## config.mk

```make
export PLATFORM = sky130hd
export DESIGN_NAME = wcsp_ctrl
export DESIGN_NICKNAME = d
export VERILOG_FILES = /design/src/rtl/wcsp_pkg.sv /design/src/rtl/wcsp_ctrl.sv
export SDC_FILE = /design/constraint.sdc
export NUM_CORES = 1
export LEC_CHECK = 0
export ABC_AREA = 1
export ABC_CLOCK_PERIOD_IN_PS = 2400
export BUFFER_PORTS_ARGS = -buffer_cell sky130_fd_sc_hd__buf_2
export CORE_ASPECT_RATIO = 0.75
export CORE_MARGIN = 3
export CORE_UTILIZATION = 50
export CTS_CLUSTER_DIAMETER = 50
export DETAILED_ROUTE_END_ITERATION = 8
export PLACE_DENSITY = 0.79
export SKIP_CTS_REPAIR_TIMING = 1
export SYNTH_ARGS = -nofsm -noshare
export SYNTH_HDL_FRONTEND = slang
export SYNTH_SLANG_ARGS = --single-unit
```

## constraint.sdc

```tcl
create_clock -name clk -period 2.4 [get_ports clk]
set_clock_uncertainty 0.15 [all_clocks]
set_input_delay 0.12 -clock clk [delete_from_list [all_inputs] [get_ports clk]]
set_output_delay 0.12 -clock clk [all_outputs]
set_load 0.05 [all_outputs]
```

## src/rtl/wcsp_pkg.sv

```systemverilog
`timescale 1ns / 1ps
// ----------------------------------------------------------------------------
// wcsp_pkg
// Shared types, codes and constants for the WAV chunk stream parser.
// ----------------------------------------------------------------------------
package wcsp_pkg;

  // "data" chunk tag, little-endian as assembled from the byte stream
  localparam logic [31:0] TAG_DATA  = 32'h6174_6164;
  localparam logic [31:0] FMT_BASE  = 32'd16;
  // last count of the leading marker bytes (16 bytes, counted from zero)
  localparam logic [31:0] LEAD_LAST = 32'd15;
  localparam logic [15:0] FMT_PCM   = 16'd1;
  localparam logic [15:0] BITS_8    = 16'd8;
  localparam logic [15:0] BITS_16   = 16'd16;
  localparam logic [15:0] BITS_32   = 16'd32;
  localparam int          DIV_STEPS = 32;

  localparam logic [1:0] STAT_SUCCESS     = 2'd0;
  localparam logic [1:0] STAT_CORRUPT     = 2'd1;
  localparam logic [1:0] STAT_UNSUPPORTED = 2'd2;
  localparam logic [1:0] STAT_NO_DATA     = 2'd3;

  localparam logic KIND_HEADER = 1'b0;
  localparam logic KIND_DATA   = 1'b1;

  typedef enum logic [4:0] {
    ST_LEAD, ST_FMTLEN, ST_FTYPE, ST_CHANS, ST_RATE, ST_BRATE, ST_ALIGN, ST_BITS,
    ST_FMTSKIP, ST_CHUNKID, ST_CHUNKSIZE, ST_CHUNKSKIP, ST_DATA, ST_DRAIN,
    ST_MUL, ST_CHK, ST_DIV1, ST_DIV2, ST_HDR, ST_NODATA
  } state_t;

  typedef enum logic [3:0] {
    DST_NONE, DST_FMTLEN, DST_FTYPE, DST_CHANS, DST_RATE, DST_BRATE,
    DST_ALIGN, DST_BITS, DST_TAG, DST_SIZE
  } dst_t;

  typedef enum logic [2:0] {
    CNT_HOLD, CNT_INC, CNT_CLR, CNT_DEC, CNT_FMT, CNT_SIZE, CNT_PLEN
  } cnt_op_t;

  typedef enum logic [1:0] {
    OUT_NONE, OUT_DATA, OUT_HDR, OUT_NODATA
  } out_sel_t;

  typedef struct packed {
    logic       take;
    logic       len4;
    dst_t       dst;
    cnt_op_t    cnt_op;
    logic       mul_ld;
    logic       div_start;
    logic       div_sel;
    logic       stat_ld;
    logic [1:0] stat_val;
    logic       plen_ld;
    logic       plen_clr;
    out_sel_t   out_sel;
    logic       last;
    logic       clear_all;
  } cmd_t;

  typedef struct packed {
    logic field_done;
    logic lead_done;
    logic rem_one;
    logic fmt_rem_zero;
    logic size_zero;
    logic tag_is_data;
    logic fbits_zero;
    logic div_done;
    logic div_rem_zero;
    logic unsup;
    logic plen_zero;
    logic out_ready;
  } stat_t;

endpackage

```

## src/rtl/wcsp_ctrl.sv

```systemverilog
`timescale 1ns / 1ps
// ----------------------------------------------------------------------------
// wcsp_ctrl
// Parse sequencer: walks the header phases and runs the header check.
// ----------------------------------------------------------------------------
module wcsp_ctrl
  import wcsp_pkg::*;
(
  input  logic  clk,
  input  logic  rst,
  input  logic  in_valid,
  output logic  in_stall,
  input  logic  end_of_stream,
  input  stat_t sts,
  output cmd_t  cmd
);

  state_t state;
  state_t state_next;
  logic   eos_hold;
  logic   eos_hold_next;
  logic   parse;
  logic   accept;

  always_ff @(posedge clk) begin
    if (rst) begin
      state    <= ST_LEAD;
      eos_hold <= 1'b0;
    end else begin
      state    <= state_next;
      eos_hold <= eos_hold_next;
    end
  end

  always_comb begin
    case (state)
      ST_MUL, ST_CHK, ST_DIV1, ST_DIV2, ST_HDR, ST_NODATA: parse = 1'b0;
      default:                                           parse = 1'b1;
    endcase
    in_stall = !(parse && sts.out_ready);
    accept   = in_valid && !in_stall;

    state_next    = state;
    eos_hold_next = eos_hold;
    cmd.take      = 1'b0;
    cmd.len4      = 1'b0;
    cmd.dst       = DST_NONE;
    cmd.cnt_op    = CNT_HOLD;
    cmd.mul_ld    = 1'b0;
    cmd.div_start = 1'b0;
    cmd.div_sel   = 1'b0;
    cmd.stat_ld   = 1'b0;
    cmd.stat_val  = STAT_SUCCESS;
    cmd.plen_ld   = 1'b0;
    cmd.plen_clr  = 1'b0;
    cmd.out_sel   = OUT_NONE;
    cmd.last      = 1'b0;
    cmd.clear_all = 1'b0;

    case (state)
      ST_LEAD: begin
        if (accept) begin
          cmd.cnt_op = CNT_INC;
          if (sts.lead_done) begin
            cmd.cnt_op = CNT_CLR;
            state_next = ST_FMTLEN;
          end
        end
      end
      ST_FMTLEN, ST_RATE, ST_BRATE, ST_CHUNKID: begin
        if (accept) begin
          cmd.take = 1'b1;
          cmd.len4 = 1'b1;
          case (state)
            ST_FMTLEN: begin
              cmd.dst = DST_FMTLEN;
              if (sts.field_done) state_next = ST_FTYPE;
            end
            ST_RATE: begin
              cmd.dst = DST_RATE;
              if (sts.field_done) state_next = ST_BRATE;
            end
            ST_BRATE: begin
              cmd.dst = DST_BRATE;
              if (sts.field_done) state_next = ST_ALIGN;
            end
            default: begin
              cmd.dst = DST_TAG;
              if (sts.field_done) state_next = ST_CHUNKSIZE;
            end
          endcase
        end
      end
      ST_FTYPE, ST_CHANS, ST_ALIGN: begin
        if (accept) begin
          cmd.take = 1'b1;
          case (state)
            ST_FTYPE: begin
              cmd.dst = DST_FTYPE;
              if (sts.field_done) state_next = ST_CHANS;
            end
            ST_CHANS: begin
              cmd.dst = DST_CHANS;
              if (sts.field_done) state_next = ST_RATE;
            end
            default: begin
              cmd.dst = DST_ALIGN;
              if (sts.field_done) state_next = ST_BITS;
            end
          endcase
        end
      end
      ST_BITS: begin
        if (accept) begin
          cmd.take = 1'b1;
          cmd.dst  = DST_BITS;
          if (sts.field_done) begin
            cmd.cnt_op = CNT_FMT;
            state_next = sts.fmt_rem_zero ? ST_CHUNKID : ST_FMTSKIP;
          end
        end
      end
      ST_FMTSKIP, ST_CHUNKSKIP: begin
        if (accept) begin
          cmd.cnt_op = CNT_DEC;
          if (sts.rem_one) state_next = ST_CHUNKID;
        end
      end
      ST_CHUNKSIZE: begin
        if (accept) begin
          cmd.take = 1'b1;
          cmd.len4 = 1'b1;
          if (sts.field_done) begin
            if (sts.tag_is_data) begin
              cmd.dst       = DST_SIZE;
              eos_hold_next = end_of_stream;
              state_next    = ST_MUL;
            end else begin
              cmd.cnt_op = CNT_SIZE;
              state_next = sts.size_zero ? ST_CHUNKID : ST_CHUNKSKIP;
            end
          end
        end
      end
      ST_DATA: begin
        if (accept) begin
          cmd.cnt_op  = CNT_DEC;
          cmd.out_sel = OUT_DATA;
          cmd.last    = sts.rem_one || end_of_stream;
          if (sts.rem_one) state_next = ST_DRAIN;
        end
      end
      ST_DRAIN: ;
      ST_MUL: begin
        cmd.mul_ld   = 1'b1;
        cmd.plen_clr = 1'b1;
        state_next   = ST_CHK;
      end
      ST_CHK: begin
        if (sts.fbits_zero) begin
          cmd.stat_ld  = 1'b1;
          cmd.stat_val = STAT_CORRUPT;
          state_next   = ST_HDR;
        end else begin
          cmd.div_start = 1'b1;
          state_next    = ST_DIV1;
        end
      end
      ST_DIV1: begin
        if (sts.div_done) begin
          if (!sts.div_rem_zero) begin
            cmd.stat_ld  = 1'b1;
            cmd.stat_val = STAT_CORRUPT;
            state_next   = ST_HDR;
          end else if (sts.unsup) begin
            cmd.stat_ld  = 1'b1;
            cmd.stat_val = STAT_UNSUPPORTED;
            state_next   = ST_HDR;
          end else begin
            cmd.div_start = 1'b1;
            cmd.div_sel   = 1'b1;
            state_next    = ST_DIV2;
          end
        end
      end
      ST_DIV2: begin
        cmd.div_sel = 1'b1;
        if (sts.div_done) begin
          cmd.stat_ld  = 1'b1;
          cmd.stat_val = STAT_SUCCESS;
          cmd.plen_ld  = 1'b1;
          state_next   = ST_HDR;
        end
      end
      ST_HDR: begin
        if (sts.out_ready) begin
          cmd.out_sel = OUT_HDR;
          cmd.last    = sts.plen_zero || eos_hold;
          cmd.cnt_op  = CNT_PLEN;
          if (eos_hold) begin
            cmd.clear_all = 1'b1;
            eos_hold_next = 1'b0;
            state_next    = ST_LEAD;
          end else begin
            state_next = sts.plen_zero ? ST_DRAIN : ST_DATA;
          end
        end
      end
      ST_NODATA: begin
        if (sts.out_ready) begin
          cmd.out_sel   = OUT_NODATA;
          cmd.last      = 1'b1;
          cmd.clear_all = 1'b1;
          state_next    = ST_LEAD;
        end
      end
      default: state_next = ST_DRAIN;
    endcase

    // end of stream: report a missing data chunk, else return to reset
    if (accept && end_of_stream && state_next != ST_MUL) begin
      if (cmd.out_sel == OUT_NONE && state_next != ST_DRAIN) begin
        state_next = ST_NODATA;
      end else begin
        cmd.clear_all = 1'b1;
        state_next    = ST_LEAD;
      end
    end
  end

endmodule

```

==> impl_metrics.yaml <==
outcome:
  status: "complete, but fails checks"
  violations: "setup timing"
drt:
  drt-pass1-iter-count: 6
  via_per_inst: 6.14
  wl_um: 5440
  wire_per_inst_um: 17.0
  dr_total_vias: 1972
  drc: 0
  drt_iter0_drc: 295
  ant_nets: 0
power:
  seqPwrFrac_pct: 21.6
  p_per_area_nw_per_um2: 314
  clkPwrFrac_pct: 17.8
  switching_share_pct: 51.0
  p_total_mw: 0.557
  peakVddDrop_v: 0.000217
  leakage_nw: 1.01
  comb_power_share_pct: 60.6
  p_switching_mw: 0.284
  internal_power_mw: 0.273
critical_path:
  startpoint_type: "flop"
  r2r_cells: 16
  crit_fanout: 8
  path_class: "reg -> out"
  critical_path_arrival_ps: 2330
  critPathRequiredTime_ps: 2130
  cp-end-kind: "output port"
timing:
  maxSlewViolCount: 0
  rsz0062_at_grt: "true"
  fmax_mhz: 385
  worst_slew_pin_slew_ps: 324
  fin_setup_tns_ps: -199
  timing.final.ws_setup_ps: -199
  holdWs_ps: 39.6
  finalSetupViolations: 1
  fin_crit_sh_pct: 108
  hold_violations: 0
  slew_headroom_pct: 78.1
  min_period_ps: 2600
clocking:
  clockBufferDepth: 2
  cts_max_level: 1
  clk_pin_slew_worst_paths_ps: 50
  clk_latency_ps: 250
  cts_tree: "built"
  cts-root-buf: "clkbuf_4"
  cts_buffers: 3
  cts_sinks: 6
place:
  placed_cell_area_um2: 1490
  dpl.hpwl_um: 3290
  io_buffers: 37
  dp_worst_setup_slack_ps: 10.1
  gp_congestion: 0.981
die:
  row_count: 14
  start_util_pct: 54.6
  fp.dieArea_um2: 2870
  die_w_um: 60.9
  core-area_um2: 2070
  num_io_pins: 38
  die_h_um: 47.1
hold_path:
  hold_path.class: "in -> reg"
  whs_path_depth: 3
grt:
  gr-total-overflow: 0
  grt_max_degree: 11
  grt_pass1_vias: 1342
  grt_pass1_wl_um: 6250
  antenna_found_initial: 0
  track_usage_pct: 29.4
yosys:
  syn_avg_cell_area_um2: 4.95
  yosysUniqueCellTypes: 27
  ys.warnings.count: 0
  syn_area_um2: 1130
  ys_ff_latch: 6
  synth_nets: 244
  synthCells: 228
  ys_seq_area_share_pct: 10.6
finish:
  nNetsFinal: 315
  final_cell_area_um2: 1780
  antenna_cells: 0
  area_growth_pct: 57.3
  drive_gt1_share_pct: 40.7
run:
  max_cap_violations: 0
-- worst max-delay path, cell delays in order, from the launching register on --
cell     delay [ps]
dfxtp_2         360
buf_6           160
nand2_1          90
inv_1           120
nand3_2         120
nand2_1         110
o21ai_0          90
nand2_1          90
nand3_2         100
nand2_1          80
nand2_1          70
nor2_1          160
nor2_1           90
nand2_1          90
nand2_1          70
nand2_1          50
nand2_1          60
buf_6           150
-- power groups by stage --
| stage | Combinational, mW | Sequential (mW) | Clock (mW) |
|---|---|---|---|
| floorplan | 0.169 | 0.113 | 0 |
| CTS | 0.255 | 0.117 | 0.0982 |
| global placement | 0.255 | 0.119 | 0 |
| finish | 0.337 | 0.120 | 0.0993 |
| detailed placement | 0.254 | 0.119 | 0 |
| global route | 0.352 | 0.120 | 0.109 |
-- through the flow --
stage / cells / utilization [%]
floorplan: 228 / -
finish: 321 / 85.9
global placement: 306 / 71.9
CTS: 309 / 72.9
detailed placement: 306 / 71.9
global route: 321 / 85.9
-- cells by family after synthesis --
kind of cell | after synthesis | share of synthesized area, %
AOI/OAI and AO/OA | 33 | 17.4
and+or+nand+nor | 150 | 58.2
DFF | 6 | 10.6
buffers and inverters | 39 | 13.7
-- cell usage in the layout (no fill, tap or decap), drive strengths merged --
cell	n
nand3	23
o21ai	13
nor3	4
nand4	7
a21oi	10
a31oi	1
nand2	69
o2111ai	1
o311ai	1
nor2	47
a311oi	1
a211oi	1
o31ai	3
clkinv	1
dfxtp	6
buf	69
o211ai	2
dlygate4sd3	1
clkbuf	3
inv	34
-- synthesized netlist by cell type --
master | n | share of area, %
o21ai_0 | 11 | 4.9
o31ai_1 | 3 | 2.0
nand2_1 | 66 | 22
nand3_2 | 1 | 0.89
nand3_1 | 22 | 9.8
o21ai_1 | 2 | 0.89
buf_4 | 2 | 1.3
buf_2 | 1 | 0.44
a21oi_2 | 1 | 0.78
clkbuf_1 | 1 | 0.33
a21oi_1 | 9 | 4.0
inv_2 | 5 | 1.7
o311ai_0 | 1 | 0.78
a31oi_1 | 1 | 0.55
nor2_1 | 39 | 13
nand2_2 | 3 | 1.7
inv_1 | 29 | 9.6
a211oi_1 | 1 | 0.67
o211ai_1 | 2 | 1.3
nor2_2 | 6 | 3.3
nand4_1 | 7 | 3.9
nor3_1 | 4 | 1.8
a311oi_1 | 1 | 0.78
o2111ai_1 | 1 | 0.78
nor2_4 | 2 | 2.0
clkinv_1 | 1 | 0.33
dfxtp_1 | 6 | 11
-- final timing paths --
check                     start        to  slack [ps]
setup / recovery       state[1]    cmd[0]        -200
hold / removal    end_of_stream  eos_hold          40
setup reg to reg       state[1]  state[1]          40
hold reg to reg        eos_hold  eos_hold         450
-- state kept, by name, indices dropped and copies added (netlist names) --
register / flops
eos_hold: 1
state: 5
-- area by class of cell --
type | count | area (µm²)
fillers | 127 | 292
clock buffers | 3 | 22.5
repair buffers | 70 | 445
multi-input cells | 183 | 1010
inverters | 35 | 131
well taps | 24 | 30.0
flip-flops and latches | 6 | 136
-- metal layers --
metal | share of wire, % | track usage [%] | vias up
met1 | 37 | 43.5 | 815
met4 | 7.2 | 6.93 | 0
met3 | 16 | 5.77 | 70
met2 | 40 | 43.7 | 209
met5 | 0 | 0 | -
li1 | - | - | 878
Power figures use the tool's default switching activity.
