--- src/rtl/wcsp_pkg.sv ---
`timescale 1ns / 1ps
// ----------------------------------------------------------------------------
// wcsp_pkg
// Shared types, codes and constants for the WAV chunk stream parser.
// ----------------------------------------------------------------------------
package wcsp_pkg;

  // "data" chunk tag, little-endian as assembled from the byte stream
  localparam logic [31:0] TAG_DATA  = 32'h6174_6164;
  localparam logic [31:0] FMT_BASE  = 32'd16;
  // last count of the leading marker bytes (16 bytes, counted from zero)
  localparam logic [31:0] LEAD_LAST = 32'd15;
  localparam logic [15:0] FMT_PCM   = 16'd1;
  localparam logic [15:0] BITS_8    = 16'd8;
  localparam logic [15:0] BITS_16   = 16'd16;
  localparam logic [15:0] BITS_32   = 16'd32;
  localparam int          DIV_STEPS = 32;

  localparam logic [1:0] STAT_SUCCESS     = 2'd0;
  localparam logic [1:0] STAT_CORRUPT     = 2'd1;
  localparam logic [1:0] STAT_UNSUPPORTED = 2'd2;
  localparam logic [1:0] STAT_NO_DATA     = 2'd3;

  localparam logic KIND_HEADER = 1'b0;
  localparam logic KIND_DATA   = 1'b1;

  typedef enum logic [4:0] {
    ST_LEAD, ST_FMTLEN, ST_FTYPE, ST_CHANS, ST_RATE, ST_BRATE, ST_ALIGN, ST_BITS,
    ST_FMTSKIP, ST_CHUNKID, ST_CHUNKSIZE, ST_CHUNKSKIP, ST_DATA, ST_DRAIN,
    ST_MUL, ST_CHK, ST_DIV1, ST_DIV2, ST_HDR, ST_NODATA
  } state_t;

  typedef enum logic [3:0] {
    DST_NONE, DST_FMTLEN, DST_FTYPE, DST_CHANS, DST_RATE, DST_BRATE,
    DST_ALIGN, DST_BITS, DST_TAG, DST_SIZE
  } dst_t;

  typedef enum logic [2:0] {
    CNT_HOLD, CNT_INC, CNT_CLR, CNT_DEC, CNT_FMT, CNT_SIZE, CNT_PLEN
  } cnt_op_t;

  typedef enum logic [1:0] {
    OUT_NONE, OUT_DATA, OUT_HDR, OUT_NODATA
  } out_sel_t;

  typedef struct packed {
    logic       take;
    logic       len4;
    dst_t       dst;
    cnt_op_t    cnt_op;
    logic       mul_ld;
    logic       div_start;
    logic       div_sel;
    logic       stat_ld;
    logic [1:0] stat_val;
    logic       plen_ld;
    logic       plen_clr;
    out_sel_t   out_sel;
    logic       last;
    logic       clear_all;
  } cmd_t;

  typedef struct packed {
    logic field_done;
    logic lead_done;
    logic rem_one;
    logic fmt_rem_zero;
    logic size_zero;
    logic tag_is_data;
    logic fbits_zero;
    logic div_done;
    logic div_rem_zero;
    logic unsup;
    logic plen_zero;
    logic out_ready;
  } stat_t;

endpackage

--- src/rtl/wcsp_div.sv ---
`timescale 1ns / 1ps
// ----------------------------------------------------------------------------
// wcsp_div
// Serial restoring divider, one quotient bit per cycle; gives the remainder.
// ----------------------------------------------------------------------------
module wcsp_div
  import wcsp_pkg::*;
(
  input  logic        clk,
  input  logic        rst,
  input  logic        start,
  input  logic [31:0] dividend,
  input  logic [31:0] divisor,
  output logic        done,
  output logic [31:0] remainder
);

  logic        busy;
  logic [4:0]  step_cnt;
  logic [31:0] rem;
  logic [31:0] quo;
  logic [32:0] rem_shift;
  logic [32:0] diff;
  logic        ge;

  assign rem_shift = {rem, quo[31]};
  assign diff      = rem_shift - {1'b0, divisor};
  assign ge        = rem_shift >= {1'b0, divisor};
  assign remainder = rem;

  always_ff @(posedge clk) begin
    if (rst) begin
      busy     <= 1'b0;
      done     <= 1'b0;
      step_cnt <= '0;
    end else begin
      done <= 1'b0;
      if (start) begin
        busy     <= 1'b1;
        step_cnt <= '0;
      end else if (busy) begin
        step_cnt <= step_cnt + 5'd1;
        if (step_cnt == 5'(DIV_STEPS - 1)) begin
          busy <= 1'b0;
          done <= 1'b1;
        end
      end
    end
  end

  always_ff @(posedge clk) begin
    if (start) begin
      rem <= '0;
      quo <= dividend;
    end else if (busy) begin
      rem <= ge ? diff[31:0] : rem_shift[31:0];
      quo <= {quo[30:0], ge};
    end
  end

endmodule

--- src/rtl/wcsp_dpath.sv ---
`timescale 1ns / 1ps
// ----------------------------------------------------------------------------
// wcsp_dpath
// Field assembly, held header fields, byte counter, validation and result register.
// ----------------------------------------------------------------------------
module wcsp_dpath
  import wcsp_pkg::*;
(
  input  logic        clk,
  input  logic        rst,
  input  cmd_t        cmd,
  output stat_t       sts,
  input  logic [7:0]  in_byte,
  output logic        out_valid,
  input  logic        out_stall,
  output logic        kind,
  output logic [1:0]  status,
  output logic [15:0] format_code,
  output logic [15:0] channel_count,
  output logic [31:0] sample_rate,
  output logic [31:0] byte_rate,
  output logic [15:0] block_align,
  output logic [15:0] sample_bits,
  output logic [31:0] payload_length,
  output logic [7:0]  data_byte,
  output logic        last
);

  logic [1:0]  byte_in_field;
  logic [31:0] field_acc;
  logic [31:0] bytes_remaining;
  logic [31:0] chunk_tag;
  logic [31:0] fmt_length;
  logic [15:0] fmt_code;
  logic [15:0] channels_held;
  logic [31:0] rate_held;
  logic [31:0] byte_rate_held;
  logic [15:0] align_held;
  logic [15:0] bits_held;
  logic [31:0] size_hold;
  logic [31:0] frame_bits;
  logic [1:0]  stat_reg;
  logic [31:0] plen;

  logic [31:0] byte_ext;
  logic [31:0] fval;
  logic        field_done;
  logic [31:0] div_dividend;
  logic [31:0] div_divisor;
  logic        div_done;
  logic [31:0] div_rem;
  logic        out_ready;

  assign byte_ext   = {24'd0, in_byte};
  assign fval       = field_acc | (byte_ext << {byte_in_field, 3'b000});
  assign field_done = cmd.len4 ? (byte_in_field == 2'd3) : (byte_in_field != 2'd0);
  assign out_ready  = !out_valid || !out_stall;

  // frame % channels first, then size % frame
  assign div_dividend = cmd.div_sel ? size_hold : {3'd0, frame_bits[31:3]};
  assign div_divisor  = cmd.div_sel ? {3'd0, frame_bits[31:3]} : {16'd0, channels_held};

  wcsp_div u_div (
    .clk       (clk),
    .rst       (rst),
    .start     (cmd.div_start),
    .dividend  (div_dividend),
    .divisor   (div_divisor),
    .done      (div_done),
    .remainder (div_rem)
  );

  always_comb begin
    sts.field_done   = field_done;
    sts.lead_done    = bytes_remaining == LEAD_LAST;
    sts.rem_one      = bytes_remaining == 32'd1;
    sts.fmt_rem_zero = fmt_length == FMT_BASE;
    sts.size_zero    = fval == 32'd0;
    sts.tag_is_data  = chunk_tag == TAG_DATA;
    sts.fbits_zero   = frame_bits == 32'd0;
    sts.div_done     = div_done;
    sts.div_rem_zero = div_rem == 32'd0;
    sts.unsup        = (fmt_code != FMT_PCM) ||
                       !((bits_held == BITS_8) || (bits_held == BITS_16) ||
                         (bits_held == BITS_32));
    sts.plen_zero    = plen == 32'd0;
    sts.out_ready    = out_ready;
  end

  // parse state
  always_ff @(posedge clk) begin
    if (rst || cmd.clear_all) begin
      byte_in_field   <= '0;
      field_acc       <= '0;
      bytes_remaining <= '0;
      chunk_tag       <= '0;
      fmt_length      <= '0;
      fmt_code        <= '0;
      channels_held   <= '0;
      rate_held       <= '0;
      byte_rate_held  <= '0;
      align_held      <= '0;
      bits_held       <= '0;
    end else begin
      if (cmd.take) begin
        if (field_done) begin
          field_acc     <= '0;
          byte_in_field <= '0;
          case (cmd.dst)
            DST_FMTLEN: fmt_length     <= fval;
            DST_FTYPE:  fmt_code       <= fval[15:0];
            DST_CHANS:  channels_held  <= fval[15:0];
            DST_RATE:   rate_held      <= fval;
            DST_BRATE:  byte_rate_held <= fval;
            DST_ALIGN:  align_held     <= fval[15:0];
            DST_BITS:   bits_held      <= fval[15:0];
            DST_TAG:    chunk_tag      <= fval;
            default: ;
          endcase
        end else begin
          field_acc     <= fval;
          byte_in_field <= byte_in_field + 2'd1;
        end
      end
      case (cmd.cnt_op)
        CNT_INC:  bytes_remaining <= bytes_remaining + 32'd1;
        CNT_CLR:  bytes_remaining <= '0;
        CNT_DEC:  bytes_remaining <= bytes_remaining - 32'd1;
        CNT_FMT:  bytes_remaining <= fmt_length - FMT_BASE;
        CNT_SIZE: bytes_remaining <= fval;
        CNT_PLEN: bytes_remaining <= plen;
        default: ;
      endcase
    end
  end

  // header evaluation
  always_ff @(posedge clk) begin
    if (cmd.take && field_done && cmd.dst == DST_SIZE) begin
      size_hold <= fval;
    end
    if (cmd.mul_ld) begin
      frame_bits <= {16'd0, channels_held} * {16'd0, bits_held};
    end
    if (cmd.stat_ld) begin
      stat_reg <= cmd.stat_val;
    end
    if (cmd.plen_clr) begin
      plen <= '0;
    end else if (cmd.plen_ld) begin
      plen <= size_hold - div_rem;
    end
  end

  // result register
  always_ff @(posedge clk) begin
    if (rst) begin
      out_valid <= 1'b0;
    end else if (cmd.out_sel != OUT_NONE) begin
      out_valid <= 1'b1;
    end else if (!out_stall) begin
      out_valid <= 1'b0;
    end
  end

  always_ff @(posedge clk) begin
    if (cmd.out_sel != OUT_NONE) begin
      format_code   <= fmt_code;
      channel_count <= channels_held;
      sample_rate   <= rate_held;
      byte_rate     <= byte_rate_held;
      block_align   <= align_held;
      sample_bits   <= bits_held;
      last          <= cmd.last;
      case (cmd.out_sel)
        OUT_DATA: begin
          kind           <= KIND_DATA;
          status         <= STAT_SUCCESS;
          payload_length <= '0;
          data_byte      <= in_byte;
        end
        OUT_HDR: begin
          kind           <= KIND_HEADER;
          status         <= stat_reg;
          payload_length <= plen;
          data_byte      <= '0;
        end
        default: begin
          kind           <= KIND_HEADER;
          status         <= STAT_NO_DATA;
          payload_length <= '0;
          data_byte      <= '0;
        end
      endcase
    end
  end

endmodule

--- config.mk ---
export PLATFORM = sky130hd
export DESIGN_NAME = wcsp_dpath
export DESIGN_NICKNAME = d
export VERILOG_FILES = /design/src/rtl/wcsp_pkg.sv /design/src/rtl/wcsp_div.sv /design/src/rtl/wcsp_dpath.sv
export SDC_FILE = /design/constraint.sdc
export NUM_CORES = 2
export LEC_CHECK = 0
export CORE_AREA = 2 2 264 266
export DETAILED_ROUTE_END_ITERATION = 10
export DIE_AREA = 0 0 266 268
export DONT_BUFFER_PORTS = 1
export PLACE_DENSITY = 0.7
export SLEW_MARGIN = 25
export SYNTH_ARGS = -nofsm -noshare
export SYNTH_HDL_FRONTEND = slang
export SYNTH_SLANG_ARGS = --single-unit
--- constraint.sdc ---
create_clock -name clk -period 7.6 [get_ports clk]
set_input_delay 1.52 -clock clk [delete_from_list [all_inputs] [get_ports clk]]
set_output_delay 1.52 -clock clk [all_outputs]
set_load 0.005 [all_outputs]
==> impl_metrics.csv <==
group,metric,value,unit
die,die_w,266,µm
die,io_pins,217,
sta,tns,0,ns
synthesis,synth_top_cell_by_area,"edfxtp_1",
place,dp_hpwl,70.7,mm
route,via_per_inst,6.00,
place,place_inst,4440,
synthesis,synth_fp_nets,4120,
cells_and_area,instances_no_fill,4555,
grt,grt.total_usage,0.272,
run_status,outcome,"finished, final reports clean",
setup_path,slowest_delay,0.91,ns
cts,ctsRootBufferMaster,"clkbuf_16",
grt,grt_pass1_vias,25800,
synthesis,synth_cell_types,89,
synthesis,syn_area,35900,µm²
place,post_dp_cell_area,36700,µm²
place,portBuffers,0,
sta,timing.fmax,146,MHz
route,drt-total-wl,98.8,mm
cells_and_area,stdcell_area,38900,µm²
sta,setup_viol,0,
sta,fin_crit,6.86,ns
setup_path,critPathTopFamily,"adder cells",
synthesis,synth_commonest_cells,"nor2_1 (430), inv_1 (343), dfxtp_1 (330), edfxtp_1 (270), nand2_1 (267)",
setup_path,required,7.97,ns
grt,grt_first_pass_wirelength,152,mm
cells_and_area,fin_util,0.570,
synthesis,yosysWarnings,0,
cts,cts_made_buffers,60,
synthesis,yosysTopAreaCellShare,0.226,
cts,clk_pin_slew,0.07,ns
sta,period_share,0.903,
synthesis,synth_edf_count,270,
synthesis,synth_most_common_cell,"nor2_1",
setup_path,endpoint_kind,"flop",
sta,hold_viol,0,
cells_and_area,drive_above_1_share,0.0588,
cells_and_area,areaGrowthSynthToFinish,8.20,%
die,fp.dieH,268,µm
setup_path,crit_top_cell,"fa_1",
sta,finalMaxSlewViolations,0,
synthesis,synth_cells,3719,
grt,grt_max_degree,138,
die,core,68200,µm²
cts,cts_setup_buffers,0,
setup_path,worstPathMaxFanout,19,
cts,clk-insertion-delay-late,0.65,ns
route,vias,27300,
synthesis,ys_ff_latch,600,
synthesis,ys_seq_area_frac,0.410,
setup_path,cpMaxStageDelayCell,"dfxtp_1",
power,powerDensity,207,nW/µm²
route,dr.pass1.iters,8,
cts,cts_tree,"yes",
synthesis,synth_flop_cell,"dfxtp_1",
die,dieArea,71300,µm²
route,ant_nets,0,
sta,slew_headroom,0.271,
sta,worstMarginPinSlew,1.09,ns
route,drcViolationCount,0,
cts,cts_resized,0,
route,route.detailed.wl_per_inst,21.7,µm
power,p_leak,15.8,nW
place,gp_congestion,0.980,
synthesis,syn_avg_cell_area,9.66,µm²
setup_path,arrival,7.24,ns
setup_path,path_buf_inv,4,
grt,antenna_found_initial,0,
die,start_util,0.526,
flow_run,cap_viol_max_count,0,
cts,cts.sinks,600,
die,std_cell_rows,96,
cells_and_area,nets,4021,
sta,rsz0062_at_grt,"no",
power,irDropWorstVdd,0.215,mV
synthesis,ys_top_cells_by_area,"edfxtp_1 (23%), dfxtp_1 (18%), fa_1 (11%)",
setup_path,cp-start-kind,"flop",
cts,hold_buffers,0,
cts,clockBufferDepth,3,
setup_path,path_class,"reg2reg",
cts,htree_levels,2,
grt,grt-ovfl-total,0,
worst_hold_path,worst_hold_path_type,"reg2reg",
synthesis,async_reset_ff_frac,0,
route,drtIter0Drc,2863,
sta,skew,0.0296,ns
setup_path,worstPathCellList,"and2_1 > fa_1 > inv_1 > fa_1 > fa_1 > inv_1 > fa_1 > fa_1 > inv_1 > fa_1 > inv_1 > ha_1 > a21o_1 > a211oi_1 > o21ai_0 > o211a_1 > o41ai_4 > o21ai_1 > a221o_1 > a211oi_2 > xnor2_1",
==> cells in the final DEF (no fill, tap or decap), types with 10 or more instances in the layout <==
| master | n |
|---|---|
| nand3_1 | 48 |
| a21oi_1 | 203 |
| o221ai_1 | 10 |
| inv_1 | 342 |
| nand2_1 | 266 |
| and3_1 | 15 |
| o21ai_0 | 85 |
| a221oi_1 | 18 |
| bufinv_16 | 10 |
| clkbuf_16 | 62 |
| xnor2_1 | 76 |
| edfxtp_1 | 270 |
| nor3_1 | 56 |
| nor4_1 | 57 |
| nand4_1 | 39 |
| ha_1 | 173 |
| o21bai_1 | 15 |
| mux2i_1 | 84 |
| buf_4 | 56 |
| nor2b_1 | 19 |
| a21oi_2 | 12 |
| clkinv_2 | 13 |
| a31oi_1 | 15 |
| and2_1 | 172 |
| fa_1 | 196 |
| dfxtp_1 | 329 |
| nand2b_1 | 18 |
| o21a_1 | 38 |
| a211oi_1 | 232 |
| or4_1 | 13 |
| a21o_1 | 31 |
| or3_1 | 19 |
| xor2_1 | 41 |
| clkbuf_1 | 11 |
| o211ai_1 | 11 |
| nor2_1 | 427 |
| o22ai_1 | 21 |
==> metal layers <==
| metal | up-vias | global-route usage | part of all wire |
|---|---|---|---|
| li1 | 12800 | - | - |
| met1 | 13200 | 0.377 | 0.42 |
| met2 | 1110 | 0.438 | 0.46 |
| met3 | 178 | 0.0568 | 0.090 |
| met4 | 0 | 0.0697 | 0.027 |
| met5 | - | 0 | 0 |
==> worst paths after layout <==
check                                              startpoint                       end  slack (ns)  cells past startpoint
worst max-delay path            channels_held[8]$_SDFFE_PP0P_  frame_bits[31]$_DFFE_PP_        0.74                     21
worst min-delay path                rate_held[5]$_SDFFE_PP0P_  sample_rate[5]$_DFFE_PP_        0.43                      0
worst max register to register  channels_held[8]$_SDFFE_PP0P_  frame_bits[31]$_DFFE_PP_        0.74                     21
worst min register to register      rate_held[5]$_SDFFE_PP0P_  sample_rate[5]$_DFFE_PP_        0.43                      0
==> cells by family (layout without fill, tap and decap cells) <==
logic type,after synthesis,in the layout,synth area share
DFF,600,600,0.410
adders and majority gates,369,369,0.170
other,0,1,0
muxes,85,85,0.0237
xor gates and xnor gates,117,117,0.0285
buffers and inverters,563,516,0.0602
and+or+nand+nor,1203,1203,0.161
AOI/OAI and AO/OA,782,782,0.148
==> cell type report <==
cell class                 count  area (µm²)
clock inverter                36         484
clock buffer                  78        1660
fill                        5913       29400
timing repair buffer          57         440
inverter                     345        1300
antenna                        1        2.50
multi-input combinational   2556       19200
sequential                   600       14700
tap                          882        1100
==> through the flow <==
stage | power [W] | hold WS [ns] | setup WS, ns
2_1_floorplan | 0.00459 | 0.406 | 1.16
3_3_place_gp | 0.00484 | 0.412 | 0.908
3_5_place_dp | 0.00485 | 0.415 | 0.749
4_1_cts | 0.00804 | 0.430 | 0.745
5_1_grt | 0.00833 | 0.429 | 0.419
6_report | 0.00804 | 0.430 | 0.735
==> report_power, final <==
group          internal [W]  leakage (nW)  switching (W)
Sequential          0.00351          5.52       0.000160
Combinational      0.000457          9.20       0.000688
Clock               0.00189          1.06        0.00133
Total               0.00586          15.8        0.00218
(Power assumes the default switching activity.)
